[src/hdl/itoar_pkg.sv]
`timescale 1ns / 1ps
// ----------------------------------------------------------------------------
// itoar_pkg
// Types, constants and the digit-to-ASCII mapping shared by the radix
// conversion block, its channels and its checker.
// ----------------------------------------------------------------------------
package itoar_pkg;

   // Field widths
   localparam int unsigned WordWidth  = 64;
   localparam int unsigned RadixWidth = 5;
   localparam int unsigned CharWidth  = 8;
   localparam int unsigned DigitWidth = 4;
   localparam int unsigned StepWidth  = $clog2(WordWidth);

   // Letter case for digits ten and above
   localparam bit UPPER_CASE_DIGITS = 1'b1;

   typedef logic [WordWidth-1:0]  word_type;
   typedef logic [RadixWidth-1:0] radix_type;
   typedef logic [CharWidth-1:0]  char_type;
   typedef logic [DigitWidth-1:0] digit_type;

   // Radix limits
   localparam radix_type RADIX_MIN = 5'd8;
   localparam radix_type RADIX_MAX = 5'd16;

   // ASCII codes
   localparam char_type CHAR_MINUS   = 8'h2D;
   localparam char_type CHAR_ZERO    = 8'h30;
   localparam char_type CHAR_NINE    = 8'h39;
   localparam char_type CHAR_UPPER_A = 8'h41;
   localparam char_type CHAR_UPPER_F = 8'h46;
   localparam char_type CHAR_LOWER_A = 8'h61;
   localparam char_type CHAR_LOWER_F = 8'h66;
   localparam char_type DIGIT_TEN    = 8'd10;

   // Divider status toward the sequencer
   typedef struct packed {
      logic      done;
      digit_type remainder;
   } div_status_type;

   // Digit stack control and status
   typedef struct packed {
      logic push;
      logic pop;
   } stack_ctrl_type;

   typedef struct packed {
      logic empty;
   } stack_status_type;

   // Map one digit value to its ASCII character
   function automatic char_type digit_char(input digit_type d);
      char_type d_wide;
      d_wide = {{(CharWidth-DigitWidth){1'b0}}, d};
      if (d_wide < DIGIT_TEN) begin
         return CHAR_ZERO + d_wide;
      end else if (UPPER_CASE_DIGITS) begin
         return CHAR_UPPER_A + (d_wide - DIGIT_TEN);
      end else begin
         return CHAR_LOWER_A + (d_wide - DIGIT_TEN);
      end
   endfunction

endpackage

[src/hdl/itoar_if.sv]
`timescale 1ns / 1ps
// ----------------------------------------------------------------------------
// itoar_if
// Valid/ready channels: the number request and the character response.
// ----------------------------------------------------------------------------
interface itoar_req_if import itoar_pkg::*; ();
   logic      valid;
   logic      ready;
   word_type  value;
   logic      is_signed;
   radix_type radix;

   modport source (output valid, output value, output is_signed, output radix,
                   input ready);
   modport sink   (input valid, input value, input is_signed, input radix,
                   output ready);
endinterface

interface itoar_rsp_if import itoar_pkg::*; ();
   logic     valid;
   logic     ready;
   char_type character;
   logic     last;

   modport source (output valid, output character, output last, input ready);
   modport sink   (input valid, input character, input last, output ready);
endinterface

[src/hdl/itoar_divider.sv]
`timescale 1ns / 1ps
// ----------------------------------------------------------------------------
// itoar_divider
// Restoring divider, 64-bit dividend by a radix of at most sixteen, one
// quotient bit per cycle. Done pulses as the last step is registered.
// ----------------------------------------------------------------------------
module itoar_divider import itoar_pkg::*; (
   input  logic           clock,
   input  logic           reset,
   input  logic           start,
   input  word_type       dividend,
   input  radix_type      divisor,
   output word_type       quotient,
   output div_status_type status
);

   localparam logic [StepWidth-1:0] StepLast = StepWidth'(WordWidth - 1);

   word_type               quot_ff, quot_in;
   digit_type              rem_ff, rem_in;
   logic [StepWidth-1:0]   step_ff;
   logic                   busy_ff;
   logic                   done_ff;
   logic [RadixWidth-1:0]  trial;
   logic [RadixWidth-1:0]  diff;
   logic                   fits;

   // Shift in the next dividend bit and try to subtract the divisor
   always_comb begin
      trial   = {rem_ff, quot_ff[WordWidth-1]};
      fits    = (trial >= divisor);
      diff    = trial - divisor;
      rem_in  = fits ? diff[DigitWidth-1:0] : trial[DigitWidth-1:0];
      quot_in = {quot_ff[WordWidth-2:0], fits};
   end

   // Step control
   always_ff @(posedge clock) begin
      if (reset) begin
         busy_ff <= 1'b0;
         done_ff <= 1'b0;
         step_ff <= '0;
      end else begin
         done_ff <= 1'b0;
         if (start) begin
            busy_ff <= 1'b1;
            step_ff <= '0;
         end else if (busy_ff) begin
            step_ff <= step_ff + 1'b1;
            if (step_ff == StepLast) begin
               busy_ff <= 1'b0;
               done_ff <= 1'b1;
            end
         end
      end
   end

   // Quotient and partial remainder
   always_ff @(posedge clock) begin
      if (start) begin
         quot_ff <= dividend;
         rem_ff  <= '0;
      end else if (busy_ff) begin
         quot_ff <= quot_in;
         rem_ff  <= rem_in;
      end
   end

   assign quotient         = quot_ff;
   assign status.done      = done_ff;
   assign status.remainder = rem_ff;

endmodule

[src/hdl/itoar_digit_stack.sv]
`timescale 1ns / 1ps
// ----------------------------------------------------------------------------
// itoar_digit_stack
// Last-in first-out store of digit characters. Digits come in least
// significant first and leave most significant first; pop data is registered.
// ----------------------------------------------------------------------------
module itoar_digit_stack import itoar_pkg::*; #(
   parameter int unsigned DEPTH = 32
) (
   input  logic             clock,
   input  logic             reset,
   input  stack_ctrl_type   ctrl,
   input  char_type         push_char,
   output char_type         pop_char,
   output stack_status_type status
);

   localparam int unsigned AddrWidth  = $clog2(DEPTH);
   localparam int unsigned CountWidth = $clog2(DEPTH + 1);

   char_type               mem [DEPTH];
   logic [CountWidth-1:0]  count_ff;
   logic [CountWidth-1:0]  top_idx;
   logic                   full;
   char_type               pop_char_ff;

   assign full    = (count_ff == CountWidth'(DEPTH));
   assign top_idx = count_ff - 1'b1;

   // Track fill level; extra digits past the depth are dropped
   always_ff @(posedge clock) begin
      if (reset) begin
         count_ff <= '0;
      end else if (ctrl.push && !full) begin
         count_ff <= count_ff + 1'b1;
      end else if (ctrl.pop && (count_ff != '0)) begin
         count_ff <= top_idx;
      end
   end

   // Write on push, read the top entry on pop
   always_ff @(posedge clock) begin
      if (ctrl.push && !full) begin
         mem[count_ff[AddrWidth-1:0]] <= push_char;
      end
      if (ctrl.pop && (count_ff != '0)) begin
         pop_char_ff <= mem[top_idx[AddrWidth-1:0]];
      end
   end

   assign pop_char     = pop_char_ff;
   assign status.empty = (count_ff == '0);

endmodule

[src/hdl/integer_to_ascii_radix_top.sv]
`timescale 1ns / 1ps
// ----------------------------------------------------------------------------
// integer_to_ascii_radix_top
// Converts a 64-bit number to ASCII text in radix 8 to 16, most significant
// digit first, with a leading '-' for negative signed values.
// ----------------------------------------------------------------------------
//
//  Channel  Dir  Payload                      Word meaning
//  -------  ---  ---------------------------  -----------------------------
//  req      in   value, is_signed, radix      one number to convert
//  rsp      out  character, last              one character, last marks end
//
//  Each digit takes one pass of the shared bit-serial divider: 64 steps plus
//  the start and hand-off states. req ready is high only while no number is
//  in work; the last character may still wait in the output register when
//  the next number is taken. A stalled rsp holds the sequencer before each
//  character; synchronous reset clears the sequencer, the digit stack and
//  the output valid.
//
module integer_to_ascii_radix_top import itoar_pkg::*; #(
   parameter int unsigned DIGIT_STORE_DEPTH = 32
) (
   input  logic        clock,
   input  logic        reset,
   itoar_req_if.sink   req_port,
   itoar_rsp_if.source rsp_port
);

   typedef enum logic [2:0] {
      ST_IDLE,
      ST_SIGN,
      ST_START,
      ST_DIVIDE,
      ST_POP,
      ST_LOAD
   } state_type;

   state_type        state_ff;
   word_type         work_ff;
   radix_type        radix_ff;
   logic             neg_ff;
   logic             rsp_valid_ff;
   char_type         rsp_char_ff;
   logic             rsp_last_ff;

   word_type         mag_in;
   radix_type        radix_in;
   logic             neg_in;
   logic             slot_free;
   logic             req_take;
   logic             rsp_load;

   logic             div_start;
   word_type         div_quotient;
   div_status_type   div_status;
   stack_ctrl_type   stack_ctrl;
   stack_status_type stack_status;
   char_type         stack_char;

   // Clamp the radix and form the magnitude
   always_comb begin
      priority if (req_port.radix < RADIX_MIN) begin
         radix_in = RADIX_MIN;
      end else if (req_port.radix > RADIX_MAX) begin
         radix_in = RADIX_MAX;
      end else begin
         radix_in = req_port.radix;
      end
      neg_in = req_port.is_signed && req_port.value[WordWidth-1];
      mag_in = neg_in ? (~req_port.value + 1'b1) : req_port.value;
   end

   assign req_port.ready = (state_ff == ST_IDLE);
   assign req_take       = req_port.valid && req_port.ready;
   assign slot_free      = !rsp_valid_ff || rsp_port.ready;

   // A new output word loads this cycle
   assign rsp_load = ((state_ff == ST_SIGN) && neg_ff && slot_free) ||
                     (state_ff == ST_LOAD);

   // Drive the shared divider and the digit stack
   assign div_start       = (state_ff == ST_START);
   assign stack_ctrl.push = (state_ff == ST_DIVIDE) && div_status.done;
   assign stack_ctrl.pop  = (state_ff == ST_POP) && slot_free;

   itoar_divider u_divider (
      .clock    (clock),
      .reset    (reset),
      .start    (div_start),
      .dividend (work_ff),
      .divisor  (radix_ff),
      .quotient (div_quotient),
      .status   (div_status)
   );

   itoar_digit_stack #(
      .DEPTH (DIGIT_STORE_DEPTH)
   ) u_digit_stack (
      .clock     (clock),
      .reset     (reset),
      .ctrl      (stack_ctrl),
      .push_char (digit_char(div_status.remainder)),
      .pop_char  (stack_char),
      .status    (stack_status)
   );

   // Sequencer and output register
   always_ff @(posedge clock) begin
      if (reset) begin
         state_ff     <= ST_IDLE;
         rsp_valid_ff <= 1'b0;
      end else begin
         // Drop the output word once taken, unless a new one loads
         if (rsp_valid_ff && rsp_port.ready && !rsp_load) begin
            rsp_valid_ff <= 1'b0;
         end
         unique case (state_ff)
            ST_IDLE: begin
               if (req_take) begin
                  work_ff  <= mag_in;
                  radix_ff <= radix_in;
                  neg_ff   <= neg_in;
                  state_ff <= ST_SIGN;
               end
            end
            ST_SIGN: begin
               if (!neg_ff) begin
                  state_ff <= ST_START;
               end else if (slot_free) begin
                  rsp_char_ff  <= CHAR_MINUS;
                  rsp_last_ff  <= 1'b0;
                  rsp_valid_ff <= 1'b1;
                  state_ff     <= ST_START;
               end
            end
            ST_START: begin
               state_ff <= ST_DIVIDE;
            end
            ST_DIVIDE: begin
               if (div_status.done) begin
                  work_ff  <= div_quotient;
                  state_ff <= (div_quotient == '0) ? ST_POP : ST_START;
               end
            end
            ST_POP: begin
               if (slot_free) begin
                  state_ff <= ST_LOAD;
               end
            end
            ST_LOAD: begin
               rsp_char_ff  <= stack_char;
               rsp_last_ff  <= stack_status.empty;
               rsp_valid_ff <= 1'b1;
               state_ff     <= stack_status.empty ? ST_IDLE : ST_POP;
            end
            default: begin
               state_ff <= ST_IDLE;
            end
         endcase
      end
   end

   assign rsp_port.valid     = rsp_valid_ff;
   assign rsp_port.character = rsp_char_ff;
   assign rsp_port.last      = rsp_last_ff;

endmodule

[src/flat_wrapper.sv]
// flat-port wrapper written by rule: the top's interface ports become plain ports
module integer_to_ascii_radix_top_flat import itoar_pkg::*;
#(
   parameter int unsigned DIGIT_STORE_DEPTH = 32
)
  (clock, reset, req_port_valid, req_port_value, req_port_is_signed, req_port_radix, req_port_ready, rsp_port_valid, rsp_port_character, rsp_port_last, rsp_port_ready);
  itoar_req_if req_port_i ();
  itoar_rsp_if rsp_port_i ();
  input  logic clock;
  input  logic reset;
  input wire logic [$bits(req_port_i.valid)-1:0] req_port_valid;
  input wire logic [$bits(req_port_i.value)-1:0] req_port_value;
  input wire logic [$bits(req_port_i.is_signed)-1:0] req_port_is_signed;
  input wire logic [$bits(req_port_i.radix)-1:0] req_port_radix;
  output wire logic [$bits(req_port_i.ready)-1:0] req_port_ready;
  output wire logic [$bits(rsp_port_i.valid)-1:0] rsp_port_valid;
  output wire logic [$bits(rsp_port_i.character)-1:0] rsp_port_character;
  output wire logic [$bits(rsp_port_i.last)-1:0] rsp_port_last;
  input wire logic [$bits(rsp_port_i.ready)-1:0] rsp_port_ready;
  assign req_port_i.valid = req_port_valid;
  assign req_port_i.value = req_port_value;
  assign req_port_i.is_signed = req_port_is_signed;
  assign req_port_i.radix = req_port_radix;
  assign req_port_ready = req_port_i.ready;
  assign rsp_port_valid = rsp_port_i.valid;
  assign rsp_port_character = rsp_port_i.character;
  assign rsp_port_last = rsp_port_i.last;
  assign rsp_port_i.ready = rsp_port_ready;
  integer_to_ascii_radix_top #(.DIGIT_STORE_DEPTH(DIGIT_STORE_DEPTH)) u_core (.clock(clock), .reset(reset), .req_port(req_port_i), .rsp_port(rsp_port_i));
endmodule
[config.mk]
export PLATFORM = sky130hd
export DESIGN_NAME = integer_to_ascii_radix_top_flat
export DESIGN_NICKNAME = d
export VERILOG_FILES = /design/src/hdl/itoar_pkg.sv /design/src/hdl/itoar_if.sv /design/src/hdl/itoar_divider.sv /design/src/hdl/itoar_digit_stack.sv /design/src/hdl/integer_to_ascii_radix_top.sv /design/src/flat_wrapper.sv
export SDC_FILE = /design/constraint.sdc
export NUM_CORES = 1
export LEC_CHECK = 0
export ABC_AREA = 1
export BUFFER_PORTS_ARGS = -buffer_cell sky130_fd_sc_hd__buf_4
export CORE_MARGIN = 2
export CORE_UTILIZATION = 55
export DETAILED_ROUTE_END_ITERATION = 10
export PLACE_DENSITY = 0.72
export SLEW_MARGIN = 20
export SYNTH_ARGS = -nofsm -noshare
export SYNTH_HDL_FRONTEND = slang
export SYNTH_SLANG_ARGS = --single-unit
[constraint.sdc]
create_clock -name clock -period 18.8 [get_ports clock]
set_clock_uncertainty 0.2 [all_clocks]
set_input_delay 0.94 -clock clock [delete_from_list [all_inputs] [get_ports clock]]
set_output_delay 0.94 -clock clock [all_outputs]
set_load 0.03 [all_outputs]
; ---- Word-level counts from Yosys, hierarchy flattened
; Memories as Yosys holds them, arrays and structs flattened. A register that Yosys moved wholly into a read port is not among the register bits.
; Cells that the tools add are included.
[totals]
regBits = 165
latchBits = 0
mem_bits_rw = 256
rom_bits = 0
in_bits = 74
output_inout_bits = 11
word_cells = 108
memories = 1
[mem_list]
columns = memory, words, word_bits, read_ports, rd_clocked_by_memory_dff, wr, line
row1 = u_core.u_digit_stack.mem, 32, 8, 1, 1, 1, itoar_digit_stack.sv:21  ; char_type mem [DEPTH];
[op_classes]
add_sub_neg = 8
n_mul = 0
div_mod_pow = 0
n_lt_le_gt_ge = 4
eq_ne = 13
n_shift = 0
mux = 35
n_bitwise = 3
reduce_logical = 30
[op_table]
columns = operator, n
row1 = 2-to-1 mux 64 bit, 5
row2 = one-hot mux 64 bit (2 select lines), 1
row3 = "adder 64 x 1 -> 64 bit, second input constant", 1
row4 = logical NOT 64 bit, 1
row5 = inverter 64 bit, 1
row6 = 2-to-1 mux 8 bit, 3
row7 = 2-to-1 mux 3 bit, 7
row8 = one-hot mux 3 bit (6 select lines), 1
row9 = one-hot mux 8 bit (2 select lines), 1
row10 = "adder 6 x 1 -> 6 bit, second input constant", 2
row11 = "equality test 6 bit, second input constant", 2
row12 = 2-to-1 mux 6 bit, 2
row13 = AND reduction 4 bit, 3
row14 = 2-to-1 mux 1 bit, 11
row15 = logical AND 1 bit, 10
row16 = "adder 7 x 8 -> 8 bit, first input constant", 1
row17 = nonzero test 2 bit, 4
row18 = "adder 6 x 4 -> 7 bit, first input constant", 1
row19 = "equality test 3 x 2 -> 1 bit, second input constant", 2
row20 = "equality test 3 bit, second input constant", 2
row21 = logical NOT 6 bit, 1
row22 = "inequality test 2 x 1 -> 1 bit, second input constant", 3
row23 = nonzero test 6 bit, 1
row24 = "subtractor 6 x 1 -> 6 bit, second input constant", 1
row25 = 19 further kinds, 26

; ---- Longest topological paths before layout
; Gate-level depths: netlist of run 1.
[depth]
word_depth = 10
depth_mapped = 15
depth_no_buf = 12

; ---- Modules after synthesis
; A second synthesis of run 1 with hierarchy kept.
[unflattened]
hier_cells = 2490
area_unflattened_um2 = 21779.6
[by_module_without_submodules]
columns = module, n_inst, cells_per_inst, area_per_inst_um2, seq_area_each_um2
row1 = itoar_digit_stack, 1, 1219, 12065.3, 8047.7
row2 = integer_to_ascii_radix_top, 1, 890, 6187.2, 2452.4
row3 = itoar_divider, 1, 381, 3527.1, 2162.1

; ---- Least setup slack after synthesis of run 1
; Ideal clock, no wire load.
[synth_path]
path_type = in2reg
from = input port reset
to = register u_core.work_ff[0], enable pin
setup_time_ns = 0.581
t_arrival_ns = 5.888
required_ns = 18.019
setup_slack_ns = 12.130
path_stages = 2
path_buffers = 1
cell_sequence = clkbuf_1 > a211oi_1
[synth_via]
elab_chain_cells = 2
[synth_lines]
columns = element, line
row1 = from (decl), flat_wrapper.sv:10  ; input logic reset;
row2 = inverter 1 bit (no line), -
row3 = AND reduction 4 bit (no line), -
row4 = to (signal assigned), integer_to_ascii_radix_top.sv:120  ; work_ff <= mag_in;
row5 = to (signal assigned), integer_to_ascii_radix_top.sv:141  ; work_ff <= div_quotient;
row6 = to (decl), integer_to_ascii_radix_top.sv:39  ; word_type work_ff;
; Every way passes these cells.
; A chain may end at the register's enable or synchronous reset.

; ---- Worst setup path in the final report of run 1
[layout_path]
from = register u_core.u_digit_stack.count_ff[0]
to = register u_core.u_digit_stack.pop_char_ff[1], in the netlist u_core.u_digit_stack.pop_char[1] (read register of u_core.u_digit_stack.mem) (data pin)
[layout_via]
elab_chain_cells = 2
word_cells_on_any_way = 3
classes_between = 1 x add/sub / 2 x reduce/logical
[layout_lines]
columns = element, line
row1 = from (decl), itoar_digit_stack.sv:22  ; logic [CountWidth-1:0] count_ff;
row2 = from (signal assigned), itoar_digit_stack.sv:35  ; count_ff <= count_ff + 1'b1;
row3 = from (signal assigned), itoar_digit_stack.sv:37  ; count_ff <= top_idx;
row4 = "parallel branches: the longest is 2 deep, another holds subtractor 6 x 1 -> 6 bit", -
row5 = to (decl), itoar_digit_stack.sv:25  ; char_type pop_char_ff;
; Parallel ways; which one is timed is not known.

==> impl_metrics.csv, run 1 <==
group,metric,value,unit
timing,fmax,256,MHz
drt,firstDrtPassIters,5,
grt,antenna_found_initial,0,
drt,drtIter0Drc,1527,
finish,antenna_cells,0,
synthesis,synth_ff_type,"edfxtp_1",
pwr,ir_drop,0.0893,mV
finish,fin_nets,2167,
finish,seq_area,0.0116,mm2
drt,via_per_inst,5.62,
min_path,hold_path.class,"reg -> reg",
setup_path,crit_slowest_cell,"ha_2",
pwr,pwr-share-clk,33.0,%
setup_path,worst-endpoint-arrival,4.02,ns
grt,grt_pass1_vias,13900,
setup_path,slowest_delay,1.06,ns
synthesis,seq_area_frac_synth,60.6,%
setup_path,cp.depth,10,
pwr,power_switching,0.000720,W
setup_path,cp-start-kind,"flip-flop",
cts,path_clk_slew,0.06,ns
synthesis,synth_warnings,0,
timing,timing.slew.headroom,24.7,%
timing,hold_slack,0.267,ns
cts,htree_levels,2,
synthesis,ys_types,52,
setup_path,crit_type,"reg -> reg",
finish,drive_above_1_share,10.4,%
timing,min_period,3.91,ns
grt,grt_overflow,0,
timing,finalSetupViolCount,0,
setup_path,required,18.92,ns
finish,fillCellCount,2854,
synthesis,avgSynthCellArea,9.51,um2
synthesis,synthesis.area,0.0192,mm2
timing,rsz0062_at_grt,"no",
die,start_util,55.7,%
placed_design,dp_hpwl,31700,um
setup_path,path_max_fanout,58,
die,die_h,191,um
die,ios,85,
cts,cts-resized-gates,0,
min_path,whs_path_depth,2,
pwr,p_sw_share,29.1,%
grt,grt_max_degree,88,
placed_design,place.gp.congestion,0.954,
run,max-cap-violations,0,
setup_path,path_cells,"inv_4, ha_2, buf_4, nor2_1, o21ai_0, o21ai_0, o211ai_1, nand2_1, nand2_1, nand2_1",
timing,hold_viol,0,
setup_path,reg2regPathDepth,10,
grt,gr-usage-all-layers,26.8,%
drt,vias,14400,
pwr,fin_total_pwr,0.00247,W
setup_path,critPathTopFamily,"adder cells",
drt,wl_per_cell,18.7,um
cts,cts_tree,"done",
synthesis,async_reset_ff_share,0,%
cts,postCtsSetupRepairBufs,0,
synthesis,synth-seq-cells,395,
cts,cts_buffers,42,
synthesis,synthCells,2020,
setup_path,cp-end-kind,"flip-flop",
drt,wl,48000,um
pwr,powerDensity,115,mW/mm2
finish,synthToLayoutAreaGrowth,12.0,%
timing,tns,0,ns
pwr,power.leakage,7.88,nW
die,chipWidth,191,um
pwr,combPwrFrac,17.4,%
cts,clkSinkCount,395,
synthesis,synth-edff-count,373,
cts,hold_buffers,0,
drt,postRouteAntennaNets,0,
finish,multi_input_comb_area,0.00675,mm2
die,dieArea,0.0364,mm2
grt,grt_first_pass_wirelength,75700,um
setup_path,r2r_slack,14.89,ns
drt,drc,0,
cts,cts.path.max_buffers,3,
outcome,status,"finished clean",
cts,worstSkewPairLatency,0.56,ns
timing,worst_slew_pin_slew,1.12,ns
pwr,p_int,0.00175,W
pwr,seq_power_share,49.6,%
die,design.core.area,0.0345,mm2
synthesis,syn_nets,2110,
timing,fin_crit_sh,20.8,%
setup_path,critPathMostFrequentCell,"nand2_1",
cts,root_buffer,"clkbuf_16",
setup_path,path_buf_inv,2,
die,rows,68,
placed_design,portBuffers,83,
timing,final_max_slew_viol_count,0,
area by class of cell:
class	instances	area share, %
flip-flops and latches	395	54.2
multi-input cells	1426	31.4
clock buffers	51	5.05
repair buffers	101	3.53
well taps	455	2.65
inverters	111	1.96
clock inverters	26	1.26
cells in the mapped netlist, types with 23 or more instances:
library cell,number,area (um2)
edfxtp_1,373,11200
nor2_1,385,1450
nand2_1,513,1930
o21ai_1,23,115
buf_2,29,145
a21oi_1,23,115
nand4_1,24,150
inv_1,100,375
clkbuf_1,37,139
o21ai_0,208,1040
nand3_1,74,370
o211ai_1,59,443
registers in the layout, indices dropped and copies added, names as in the netlist, 3 cells and up:
register	flops
u_core.u_divider.step_ff	6
u_core.u_digit_stack.pop_char	7
u_core.rsp_port.character	7
u_core.u_divider.rem_ff	4
u_core.u_digit_stack.mem	224
u_core.radix_ff	5
u_core.work_ff	64
u_core.u_divider.quotient	64
u_core.u_digit_stack.count_ff	6
u_core.state_ff	3
metal layers:
| layer | vias to the layer above | part of all wire [%] | global-route usage [%] |
|---|---|---|---|
| met2 | 592 | 49 | 44.8 |
| met4 | 0 | 3.1 | 9.09 |
| met5 | - | 0 | 0 |
| met1 | 6771 | 41 | 36.4 |
| li1 | 6971 | - | - |
| met3 | 86 | 7.0 | 3.53 |
cell families (layout without fill, tap and decap cells):
group,Yosys count,count (layout),synth area share (%)
compound gates,328,328,9.58
xor+xnor,31,31,1.61
fa+ha+maj,16,16,1.08
buf+inv,199,289,4.63
flops,395,395,60.6
other cells,1,1,0.0195
simple gates,1050,1050,22.4
power groups by stage:
stage / registers [W] / logic (W) / clock network, W
after floorplan: 0.00122 / 0.000277 / 0
after global placement: 0.00124 / 0.000419 / 0
after detailed placement: 0.00124 / 0.000434 / 0
after CTS: 0.00122 / 0.000433 / 0.000827
after global routing: 0.00123 / 0.000486 / 0.000859
final: 0.00122 / 0.000430 / 0.000816
path summary, 6_finish.rpt:
| path | endpoint | from |
|---|---|---|
| worst max-delay path | u_core.u_digit_stack.pop_char[1] | u_core.u_digit_stack.count_ff[0] |
| worst min-delay path | u_core.u_divider.step_ff[5] | u_core.u_divider.step_ff[5] |
| worst max register to register | u_core.u_digit_stack.pop_char[1] | u_core.u_digit_stack.count_ff[0] |
| worst min register to register | u_core.u_divider.step_ff[5] | u_core.u_divider.step_ff[5] |
worst min-delay path: stages (launching register included):
cell     delay (ns)
dfxtp_1        0.31
inv_1          0.06
a21oi_1        0.05
per-stage QoR:
step	area [um2]	setup slack [ns]	util [%]	std cells
2_1_floorplan	19200	12.13	-	2020
3_3_place_gp	20100	14.89	58.5	2488
3_5_place_dp	20100	14.91	58.5	2488
4_1_cts	21500	14.90	62.4	2565
5_1_grt	21500	14.61	62.4	2565
6_report	21500	14.89	62.4	2565
placed cells by master, fill, tap and decap left out, types with 9 or more instances in the layout:
cell type / count
o211ai_1: 59
clkbuf_1: 9
nand3_1: 74
nand4_1: 24
nand3b_1: 13
inv_1: 98
edfxtp_1: 373
nand2_1: 513
clkinv_2: 9
a21oi_1: 22
dfxtp_1: 21
o21ai_0: 204
o21ai_1: 23
buf_4: 101
clkbuf_16: 42
inv_2: 11
xnor2_1: 14
xor2_1: 13
ha_1: 14
nor2_1: 385
Power figures use the tool's default switching activity.
==> inputs of run 2 (changes only) <==
- PLACE_DENSITY: 0.72 -> 0.75
- clock period: 18.8 -> 3.4 ns (I/O delays scaled with it)
==> impl_metrics.csv, run 2 (synthesis gave the netlist of run 1 again) <==
group,metric,value,unit
pwr,seq_power_share,49.0,%
drt,drc,0,
drt,wl,48900,um
setup_path,required,3.59,ns
timing,min_period,2.86,ns
drt,drtIter0Drc,1367,
setup_path,crit_type,"reg -> reg",
setup_path,reg2regPathDepth,8,
pwr,fin_total_pwr,0.0138,W
timing,fmax,350,MHz
finish,synthToLayoutAreaGrowth,16.4,%
grt,globalRouteMet3Util,3.53,%
pwr,p_int,0.00979,W
drt,postRouteAntennaNets,0,
placed_design,place.gp.congestion,0.959,
timing,worst_slew_pin_slew,0.956,ns
finish,drive_above_1_share,10.3,%
timing,final_max_slew_viol_count,0,
min_path,hold_path.class,"in -> reg",
finish,fin_util,64.9,%
setup_path,critPathTopFamily,"buffers and inverters",
min_path,hp-start,"req_port_value[63]",
setup_path,crit_slowest_cell,"dlygate4sd3_1",
pwr,p_sw_share,28.9,%
cts,worstSkewPairLatency,0.54,ns
setup_path,path_cells,"inv_2, nand3_4, buf_4, inv_2, nor2_1, nand2_1, dlygate4sd3_1, nand2_1",
grt,met1_usage,35.7,%
pwr,ir_drop,0.420,mV
min_path,holdPathEnd,"u_core.work_ff[1]",
cts,cts.path.max_buffers,3,
grt,grt_max_degree,115,
grt,antenna_found_initial,0,
cts,root_buffer,"clkbuf_16",
setup_path,worstReg2RegStart,"u_core.state_ff[2]",
finish,instances_no_fill,2649,
pwr,pwr-share-clk,32.5,%
finish,mostFrequentLayoutCell,"nand2_1",
run,max-cap-violations,0,
die,design.core.area,0.0345,mm2
finish,largest_reg_flops,224,
timing,fin_crit_sh,84.1,%
cts,clkSinkCount,395,
finish,fin_nets,2252,
drt,wl_per_cell,18.5,um
setup_path,worst-endpoint-arrival,3.05,ns
pwr,power.leakage,8.25,nW
die,rows,68,
setup_path,slowest_delay,0.60,ns
die,dieArea,0.0364,mm2
timing,tns,0,ns
cts,cts_buffers,41,
finish,fillCellCount,2759,
min_path,whs_path_depth,5,
timing,finalSetupViolCount,0,
grt,grt.busiest_layer,"met2",
grt,grt_first_pass_wirelength,77200,um
drt,via_per_inst,5.60,
cts,htree_levels,2,
timing,timing.slew.headroom,36.2,%
cts,path_clk_slew,0.06,ns
setup_path,r2r_slack,0.54,ns
die,chipWidth,191,um
cts,cts_tree,"done",
pwr,combPwrFrac,18.5,%
pwr,power_switching,0.00398,W
die,ios,85,
setup_path,path_buf_inv,4,
outcome,status,"finished clean",
drt,firstDrtPassIters,6,
grt,grt_pass1_vias,14600,
pwr,powerDensity,616,mW/mm2
finish,layout_common_cells,"513 x nand2_1, 385 x nor2_1, 373 x edfxtp_1, 204 x o21ai_0, 108 x buf_4",
placed_design,placedCellCount,2499,
timing,hold_slack,0.106,ns
timing,rsz0062_at_grt,"no",
die,start_util,55.7,%
placed_design,portBuffers,83,
setup_path,reg2reg_to,"u_core.work_ff[63]",
placed_design,dp_hpwl,32100,um
setup_path,cp.depth,8,
setup_path,cp-start-kind,"flip-flop",
grt,grt_use_met2,45.7,%
setup_path,path_max_fanout,52,
cts,cts-resized-gates,0,
grt,grt_overflow,0,
drt,vias,14800,
grt,gr-usage-all-layers,27.2,%
timing,hold_viol,0,
setup_path,cp-end-kind,"flip-flop",
die,die_h,191,um
[run 2: cell count changes in the layout (fill, tap and decap cells not counted), moves of 2 or more]
cell / change
clkinv_1: +3
buf_4: +7
dlygate4sd3_1: +75
clkbuf_1: -3
buf_12: +4
clkinv_2: -2
[run 2: worst max-delay path by stage]
stage                                          start                                to  slack [ns]
floorplan                 u_core.u_divider.rem_ff[1]    u_core.u_digit_stack.mem[0][4]        0.05
global placement    u_core.u_digit_stack.count_ff[0]  u_core.u_digit_stack.pop_char[6]        0.65
detailed placement  u_core.u_digit_stack.count_ff[0]  u_core.u_digit_stack.pop_char[4]        0.60
CTS                               u_core.state_ff[2]                u_core.work_ff[63]        0.55
global route                      u_core.state_ff[2]                u_core.work_ff[63]        0.36
finish                            u_core.state_ff[2]                u_core.work_ff[63]        0.54
[run 2: timing repair]
item | in CTS | in global routing
endpoints found under the hold margin | 93 | 0
buffers inserted | 0 | 0
hold buffers | 75 | 0
[run 2: worst register-to-register path, delay by kind of cell (launching register included)]
kind / cells / cell delay [ns]
buffers and inverters: 4 / 1.71
flip-flops: 1 / 0.40
AND/OR/NAND/NOR: 4 / 0.43
[run 2: metal layers]
metal	vias up	part of all wire [%]
li1	7157	-
met1	7022	41
met2	556	49
met3	111	6.3
met4	0	4.1
met5	-	0
[run 2: power groups by stage]
stage	clock (W)	combinational [W]	sequential, W
2_1_floorplan	0	0.00154	0.00675
3_3_place_gp	0	0.00238	0.00681
3_5_place_dp	0	0.00247	0.00682
4_1_cts	0.00452	0.00255	0.00674
5_1_grt	0.00469	0.00286	0.00680
6_report	0.00448	0.00255	0.00674
[run 2: final cells by class]
type	count	area, um2	area share, %
Clock inverter	25	225	1.01
Antenna cell	1	2.50	0.0112
Tap cell	455	569	2.55
Clock buffer	49	1100	4.92
Multi-Input combinational cell	1426	6740	30.2
Inverter	111	422	1.89
Sequential cell	395	11600	52.1
Timing Repair Buffer	187	1640	7.35
[run 2: through the flow]
| stage | worst slack (ns) | area, um2 |
|---|---|---|
| 2_1_floorplan | 0.0514 | 19200 |
| 3_3_place_gp | 0.655 | 20300 |
| 3_5_place_dp | 0.596 | 20300 |
| 4_1_cts | 0.548 | 22300 |
| 5_1_grt | 0.364 | 22300 |
| 6_report | 0.539 | 22300 |
==> inputs of run 3 (changes only) <==
- clock period: 3.4 -> 2.6 ns (I/O delays scaled with it)
==> impl_metrics.csv, run 3 (synthesis gave the netlist of run 1 again) <==
group,metric,value,unit
cts,cts_tree,"done",
cts,path_clk_slew,0.06,ns
setup_path,cp-start-kind,"flip-flop",
cts,root_buffer,"clkbuf_16",
timing,rsz0062_at_grt,"no",
cts,cts_buffers,41,
drt,via_per_inst,5.62,
die,design.core.area,0.0345,mm2
cts,htree_levels,2,
timing,worst_slew_pin_slew,0.868,ns
setup_path,crit_type,"reg -> reg",
pwr,powerDensity,782,mW/mm2
finish,antenna_cells,0,
outcome,status,"finished clean",
die,chipWidth,191,um
drt,postRouteAntennaNets,0,
drt,vias,15100,
cts,worstSkewPairLatency,0.55,ns
die,dieArea,0.0364,mm2
pwr,power.leakage,8.50,nW
setup_path,cp-end-kind,"flip-flop",
cts,cts-resized-gates,0,
timing,fmax,410,MHz
finish,mostFrequentLayoutCell,"nand2_1",
grt,antenna_found_initial,0,
finish,fillCellCount,2703,
grt,grt_overflow,0,
setup_path,required,2.71,ns
cts,cts.path.max_buffers,3,
finish,instances_no_fill,2694,
timing,fin_crit_sh,93.9,%
grt,grt_max_degree,118,
finish,largest_reg_flops,224,
timing,final_max_slew_viol_count,0,
timing,min_period,2.44,ns
finish,seq_area,0.0116,mm2
timing,hold_viol,0,
finish,synthToLayoutAreaGrowth,18.6,%
finish,layout_common_cells,"513 x nand2_1, 385 x nor2_1, 373 x edfxtp_1, 204 x o21ai_0, 145 x buf_4",
pwr,ir_drop,0.599,mV
drt,drc,0,
min_path,hold_path.class,"in -> reg",
placed_design,dp_hpwl,32800,um
die,die_h,191,um
placed_design,portBuffers,83,
grt,grt_first_pass_wirelength,78500,um
placed_design,place.gp.congestion,0.978,
placed_design,placedCellCount,2546,
drt,wl,49900,um
finish,multi_input_comb_area,0.00674,mm2
drt,drtIter0Drc,1498,
setup_path,worst-endpoint-arrival,2.55,ns
drt,firstDrtPassIters,6,
cts,clkSinkCount,395,
finish,fin_nets,2299,
grt,gr-usage-all-layers,27.7,%
cts,postCtsSetupRepairBufs,0,
run,max-cap-violations,0,
die,rows,68,
timing,timing.slew.headroom,42.1,%
setup_path,path_max_fanout,58,
grt,grt_pass1_vias,14600,
timing,finalSetupViolCount,0,
setup_path,r2r_slack,0.16,ns
timing,tns,0,ns
drt,wl_per_cell,18.5,um
die,start_util,55.7,%
finish,drive_above_1_share,12.2,%
die,ios,85,
-- run 3: cell count changes in the layout (fill, tap and decap cells not counted), moves of 2 or more --
cell and delta:
buf_12 +10, buf_4 +37, bufinv_16 -2, clkbuf_1 +5
clkinv_1 -3, dfxtp_1 -3, dfxtp_2 +3, inv_6 -2
-- run 3: per-stage QoR --
| stage | hold WS [ns] | power, W | utilization, % | setup WS, ns | area, um2 |
|---|---|---|---|---|---|
| global route | 0.136 | 0.0186 | 66.1 | 0.0597 | 22800 |
| global placement | 0.118 | 0.0121 | 60.2 | 0.212 | 20800 |
| detailed placement | 0.121 | 0.0123 | 60.2 | 0.179 | 20800 |
| floorplan | 0.0811 | 0.0109 | - | -0.455 | 19200 |
| finish | 0.139 | 0.0178 | 66.1 | 0.159 | 22800 |
| CTS | 0.112 | 0.0179 | 66.1 | 0.182 | 22800 |
-- run 3: power breakdown --
group | leakage [nW] | total, W | switching, W | internal [W]
Sequential | 3.49 | 0.00882 | 0.000447 | 0.00837
Clock | 0.620 | 0.00557 | 0.00239 | 0.00318
Combinational | 4.39 | 0.00342 | 0.00234 | 0.00108
-- run 3: what timing repair did --
action                     4_1_cts  5_1_grt
hold endpoints to repair        93        0
hold buffers                    75        0
setup endpoints to repair        0        0
-- run 3: worst paths after layout --
kind | from | end | cells past startpoint
worst max register to register | u_core.u_digit_stack.count_ff[1] | u_core.u_digit_stack.pop_char[1] | 10
worst max-delay path | u_core.u_digit_stack.count_ff[1] | u_core.u_digit_stack.pop_char[1] | 10
worst min-delay path | req_port_radix[4] | u_core.radix_ff[4] | 2
worst min register to register | u_core.u_divider.step_ff[5] | u_core.u_divider.step_ff[5] | 2
-- run 3: critical path, cell delays in order (launching register included) --
cell and delay, ns:
dfxtp_1 0.37, inv_1 0.08, ha_2 0.38, buf_12 0.25
nor2_1 0.09, o21ai_0 0.08, o21ai_0 0.13, o211ai_1 0.38
nand2_1 0.10, nand2_1 0.08, nand2_1 0.05
-- run 3: layer usage --
| metal | vias up | GRT usage (%) | wire length, um |
|---|---|---|---|
| li1 | 7235 | - | - |
| met1 | 7171 | 36.9 | 20300 |
| met2 | 635 | 47.6 | 24900 |
| met3 | 87 | 3.09 | 3370 |
| met4 | 0 | 8.77 | 1400 |
| met5 | - | 0 | 0 |
-- run 3: layout make-up --
cell class                 count  share of cell area (%)
inverter                     111                    1.87
clock buffer                  53                    4.80
timing repair buffer         234                    9.31
clock inverter                20                   0.747
sequential                   395                    51.2
multi-input combinational   1426                    29.6
tap                          455                    2.50
